==> src/sv/q24f_pkg.sv <==
// ----------------------------------------------------------------------------
// Q24.8 fixed-point ALU package
// Shared word types, command and status codes, and pipeline sizing.
// ----------------------------------------------------------------------------
`default_nettype none

package q24f_pkg;

    localparam int FRACTION_BITS = 8;
    localparam int DATA_W        = 32;
    localparam int NUM_W         = DATA_W + FRACTION_BITS;
    localparam int DIV_STEPS     = 2;
    localparam int DIV_STAGES    = (NUM_W + DIV_STEPS - 1) / DIV_STEPS;
    localparam int DIV_NUM_W     = DIV_STAGES * DIV_STEPS;
    localparam int REM_W         = DATA_W + 1;
    localparam int MUL_LAT       = 3;
    localparam int DIV_LAT       = DIV_STAGES + 3;

    localparam logic [DATA_W-1:0] RAW_MAX = 32'h7FFF_FFFF;
    localparam logic [DATA_W-1:0] RAW_MIN = 32'h8000_0000;

    localparam logic [3:0] CMD_ADD      = 4'd0;
    localparam logic [3:0] CMD_SUB      = 4'd1;
    localparam logic [3:0] CMD_MUL      = 4'd2;
    localparam logic [3:0] CMD_DIV      = 4'd3;
    localparam logic [3:0] CMD_GT       = 4'd4;
    localparam logic [3:0] CMD_LT       = 4'd5;
    localparam logic [3:0] CMD_GE       = 4'd6;
    localparam logic [3:0] CMD_LE       = 4'd7;
    localparam logic [3:0] CMD_EQ       = 4'd8;
    localparam logic [3:0] CMD_NE       = 4'd9;
    localparam logic [3:0] CMD_MIN      = 4'd10;
    localparam logic [3:0] CMD_MAX      = 4'd11;
    localparam logic [3:0] CMD_INC      = 4'd12;
    localparam logic [3:0] CMD_DEC      = 4'd13;
    localparam logic [3:0] CMD_TO_INT   = 4'd14;
    localparam logic [3:0] CMD_FROM_INT = 4'd15;

    localparam logic [1:0] ST_OK   = 2'd0;
    localparam logic [1:0] ST_OVF  = 2'd1;
    localparam logic [1:0] ST_DIV0 = 2'd2;

    typedef struct packed {
        logic [3:0]               command;
        logic signed [DATA_W-1:0] operand_a;
        logic signed [DATA_W-1:0] operand_b;
    } q24f_in_t;

    typedef struct packed {
        logic signed [DATA_W-1:0] result_value;
        logic                     compare_true;
        logic [1:0]               status;
    } q24f_out_t;

endpackage

`default_nettype wire

==> src/sv/q24f_mul.sv <==
// ----------------------------------------------------------------------------
// Q24.8 multiplier
// Three-stage signed multiply with round half away from zero and saturation.
// ----------------------------------------------------------------------------
`default_nettype none

module q24f_mul
    import q24f_pkg::*;
(
    input  wire logic                     clk,
    input  wire logic signed [DATA_W-1:0] operand_a,
    input  wire logic signed [DATA_W-1:0] operand_b,
    output q24f_out_t                     product
);

    logic signed [2*DATA_W-1:0] prod_reg;
    logic                       neg_reg;
    logic [2*DATA_W-1:0]        rnd_reg;
    logic [2*DATA_W-1:0]        mag_next;
    logic [2*DATA_W-1:0]        rnd_next;
    q24f_out_t                  res_reg;
    q24f_out_t                  res_next;
    logic                       hi_w;

    always_comb
    begin
        mag_next = prod_reg[2*DATA_W-1] ? ((2*DATA_W)'(0) - prod_reg) : prod_reg;
        rnd_next = (mag_next + ((2*DATA_W)'(1) << (FRACTION_BITS - 1))) >> FRACTION_BITS;
    end

    always_comb
    begin
        hi_w = |rnd_reg[2*DATA_W-1:DATA_W];
        res_next.compare_true = 1'b0;
        res_next.status       = ST_OK;
        if (neg_reg)
        begin
            if (hi_w || (rnd_reg[DATA_W-1] && (|rnd_reg[DATA_W-2:0])))
            begin
                res_next.result_value = RAW_MIN;
                res_next.status       = ST_OVF;
            end
            else
            begin
                res_next.result_value = DATA_W'(DATA_W'(0) - rnd_reg[DATA_W-1:0]);
            end
        end
        else
        begin
            if (hi_w || rnd_reg[DATA_W-1])
            begin
                res_next.result_value = RAW_MAX;
                res_next.status       = ST_OVF;
            end
            else
            begin
                res_next.result_value = rnd_reg[DATA_W-1:0];
            end
        end
    end

    always_ff @(posedge clk)
    begin
        prod_reg <= operand_a * operand_b;
        neg_reg  <= prod_reg[2*DATA_W-1];
        rnd_reg  <= rnd_next;
        res_reg  <= res_next;
    end

    assign product = res_reg;

endmodule

`default_nettype wire

==> config.mk <==
export PLATFORM = sky130hd
export DESIGN_NAME = q24f_mul
export DESIGN_NICKNAME = d
export VERILOG_FILES = /design/src/sv/q24f_pkg.sv /design/src/sv/q24f_mul.sv
export SDC_FILE = /design/constraint.sdc
export NUM_CORES = 2
export LEC_CHECK = 0
export BUFFER_PORTS_ARGS = -buffer_cell sky130_fd_sc_hd__buf_2
export CAP_MARGIN = 40
export CORE_MARGIN = 2
export CORE_UTILIZATION = 60
export CTS_CLUSTER_SIZE = 40
export DETAILED_ROUTE_END_ITERATION = 6
export GPL_ROUTABILITY_DRIVEN = 0
export HOLD_SLACK_MARGIN = 0.03
export PLACE_DENSITY = 0.81
export SLEW_MARGIN = 20
export SYNTH_ARGS = -nofsm -noshare
export SYNTH_HDL_FRONTEND = slang
export SYNTH_SLANG_ARGS = --single-unit
==> constraint.sdc <==
create_clock -name clk -period 24.4 [get_ports clk]
set_clock_uncertainty 0.15 [all_clocks]
set_input_delay 4.88 -clock clk [delete_from_list [all_inputs] [get_ports clk]]
set_output_delay 4.88 -clock clk [all_outputs]
set_load 0.02 [all_outputs]
==> out/results.tsv <==
stage	metric	value	unit
sta	WHS	334	ps
finish	# fillers	5701	
synthesis	Synth warnings	0	
synthesis	count leader, synth	fa_1	
min_path	Worst Hold Class	flop to flop	
route	number of DRC markers in iteration 0	2181	
min_path	hold path depth	2	
setup_path	worst reg2reg setup slack	20020	ps
setup_path	CP Class	input port to flop	
synthesis	share of the synthesized area in the top cell type	50.1	%
grt	Overall Global Routing Usage	30.2	%
clocking	number of CTS-inserted buffers	17	
clocking	clk buf depth	2	
synthesis	Post-synth top flop	dfxtp_1	
die	Die Y-Extent	272	µm
synthesis	sequential area share after synthesis	7.13	%
clocking	clk slew on worst S/H paths	70	ps
synthesis	mapped cell area	0.0432	mm²
die	die width	272	µm
min_path	Hold EP	product[33]	
synthesis	Async SR Flop Fraction	0	%
grt	initial antenna violation count	4	
route	DR pass1 iterations	6	
synthesis	post-synth cell types	96	
setup_path	required time of the critical path	24600	ps
setup_path	CP Launch Type	input port	
finish	Final nets	5893	
grt	vias in the first global route	34821	
route	WL/cell	19.0	µm
synthesis	post-synthesis register bit count	154	
synthesis	Yosys top cell by area	fa_1	
sta	Achievable Freq	77.1	MHz
sta	Pins Over Slew Limit	0	
finish	max reg flops	64	
placement	port buffer count	97	
synthesis	syn_area_per_cell	9.24	µm²
clocking	CTS tree	yes	
grt	first-pass GRT wire length	178	mm
finish	Area growth syn-to-layout	3.20	%
clocking	Root Buffer	clkbuf_16	
sta	Final min period	12970	ps
route	ANT nets after route	0	
setup_path	largest fanout on the critical path	32	
setup_path	CP endpoint kind	flop	
synthesis	most area-consuming cells after synthesis	fa_1 50%, inv_1 8.7%, and2_1 7.4%, dfxtp_1 7.1%, ha_1 5.4%	
route	final wirelength	105	mm
outcome	status	completed	
grt	global route overflow	0	
die	die area	0.0742	mm²
clocking	post_cts resized	0	
sta	Slew @ Worst Pin	902	ps
die	Initial Utilization	60.6	%
sta	RSZ-0062 raised after global routing	false	
run	max-cap viol count	0	
clocking	Sink Count	154	
sta	setup violators final	0	
sta	max_slew headroom	38.3	%
clocking	# H-tree levels	4	
synthesis	top cells by count, synth	1082 x fa_1, 999 x inv_1, 605 x nand2_1	
setup_path	worst reg2reg path endpoint	rnd_reg[31]	
setup_path	worst r2r src	prod_reg[4]	
grt	largest net degree at the start of global routing	69	
route	drt drc	0	
route	vias	31639	
setup_path	crit path DAT	13170	ps
synthesis	cell count after synthesis	4678	
sta	period utilization	53.1	%
clocking	post-CTS setup buffer count	0	
placement	Post-DP HPWL	83.6	mm
clocking	clk_lat worst skew	430	ps
die	row count	98	
setup_path	cells on worst reg2reg path	15	
clocking	CTS Hold Bufs	0	
finish	fraction of final layout cells with drive strength greater than 1	3.94	%
sta	setup TNS	0	ps
sta	Hold Fails Final Rpt	0	
route	vias per cell	5.73	
min_path	hold_sp	rnd_reg[30]	
die	# IOs	100	
die	Core Footprint	0.0714	mm²
synthesis	number of synthesized flops with an enable pin	0	
-- placed cells by master, fill, tap and decap left out, types with 19 or more instances in the layout --
master,synthesis,layout
nor3_1,27,27
o21ai_0,68,68
a21oi_1,104,104
or3_1,22,22
and2_1,510,510
xor2_1,47,47
fa_1,1082,1082
nor4_1,19,19
and3_1,23,23
dfxtp_1,154,153
nand2b_1,23,23
a21o_1,42,42
nand3_1,28,28
nor2_1,128,128
nand2_1,605,605
buf_2,9,97
ha_1,186,186
inv_1,999,999
xnor2_1,111,111
-- cell families after synthesis --
family	synth area share, %
compound gates	5.46
xor+xnor	3.20
fa+ha+maj	55.5
buf+inv	10.9
flops	7.13
mux	0.0232
other cells	0.00868
simple gates	17.8
-- critical path, stage by stage --
cell	delay, ps
buf_2	640
and2_1	250
fa_1	450
fa_1	550
inv_1	60
fa_1	490
fa_1	510
inv_1	60
fa_1	560
fa_1	430
fa_1	510
fa_1	510
ha_1	410
a21oi_1	240
o21ai_0	200
a2111oi_0	790
inv_1	110
o211ai_1	510
a21oi_1	130
or2_2	360
a2111o_1	410
o211ai_1	90
-- area by class of cell --
cell class,count,area [µm²],area share [%]
multi-input combinational,3278,35400,79.4
inverter,1001,3760,8.42
sequential,154,3080,6.92
tap,950,1190,2.67
timing repair buffer,108,573,1.28
clock buffer,17,425,0.954
clock inverter,15,143,0.320
antenna,1,2.50,0.00561
-- per-layer routing --
| layer | share of wire, % | global-route usage (%) | routed length [µm] |
|---|---|---|---|
| met1 | 36 | 35.9 | 37300 |
| met2 | 51 | 52.9 | 53000 |
| met3 | 6.9 | 3.88 | 7190 |
| met4 | 7.1 | 17.6 | 7430 |
| met5 | 0.027 | 0 | 28 |
-- through the flow --
step | setup slack (ps) | std cells | utilization (%) | area, µm²
after floorplan | 11860 | 4679 | - | 43200
after global placement | 11110 | 5489 | 61.7 | 44000
after detailed placement | 11050 | 5489 | 61.7 | 44000
after CTS | 11490 | 5521 | 62.5 | 44600
after global routing | 10940 | 5524 | 62.5 | 44600
final | 11430 | 5524 | 62.5 | 44600
-- how the worst max path moves through the flow --
stage | slack (ps) | depth (start not counted) | from | to
6_report | 11430 | 22 | operand_a[18] | prod_reg[61]
5_1_grt | 10940 | 28 | operand_b[5] | prod_reg[62]
4_1_cts | 11490 | 28 | operand_b[5] | prod_reg[62]
3_5_place_dp | 11050 | 28 | operand_b[5] | prod_reg[62]
3_3_place_gp | 11110 | 28 | operand_b[2] | prod_reg[62]
2_1_floorplan | 11860 | 27 | operand_a[31] | prod_reg[60]
Power is not shown: default switching activity piles up to over one toggle a cycle in this logic, so the estimate is an artifact.
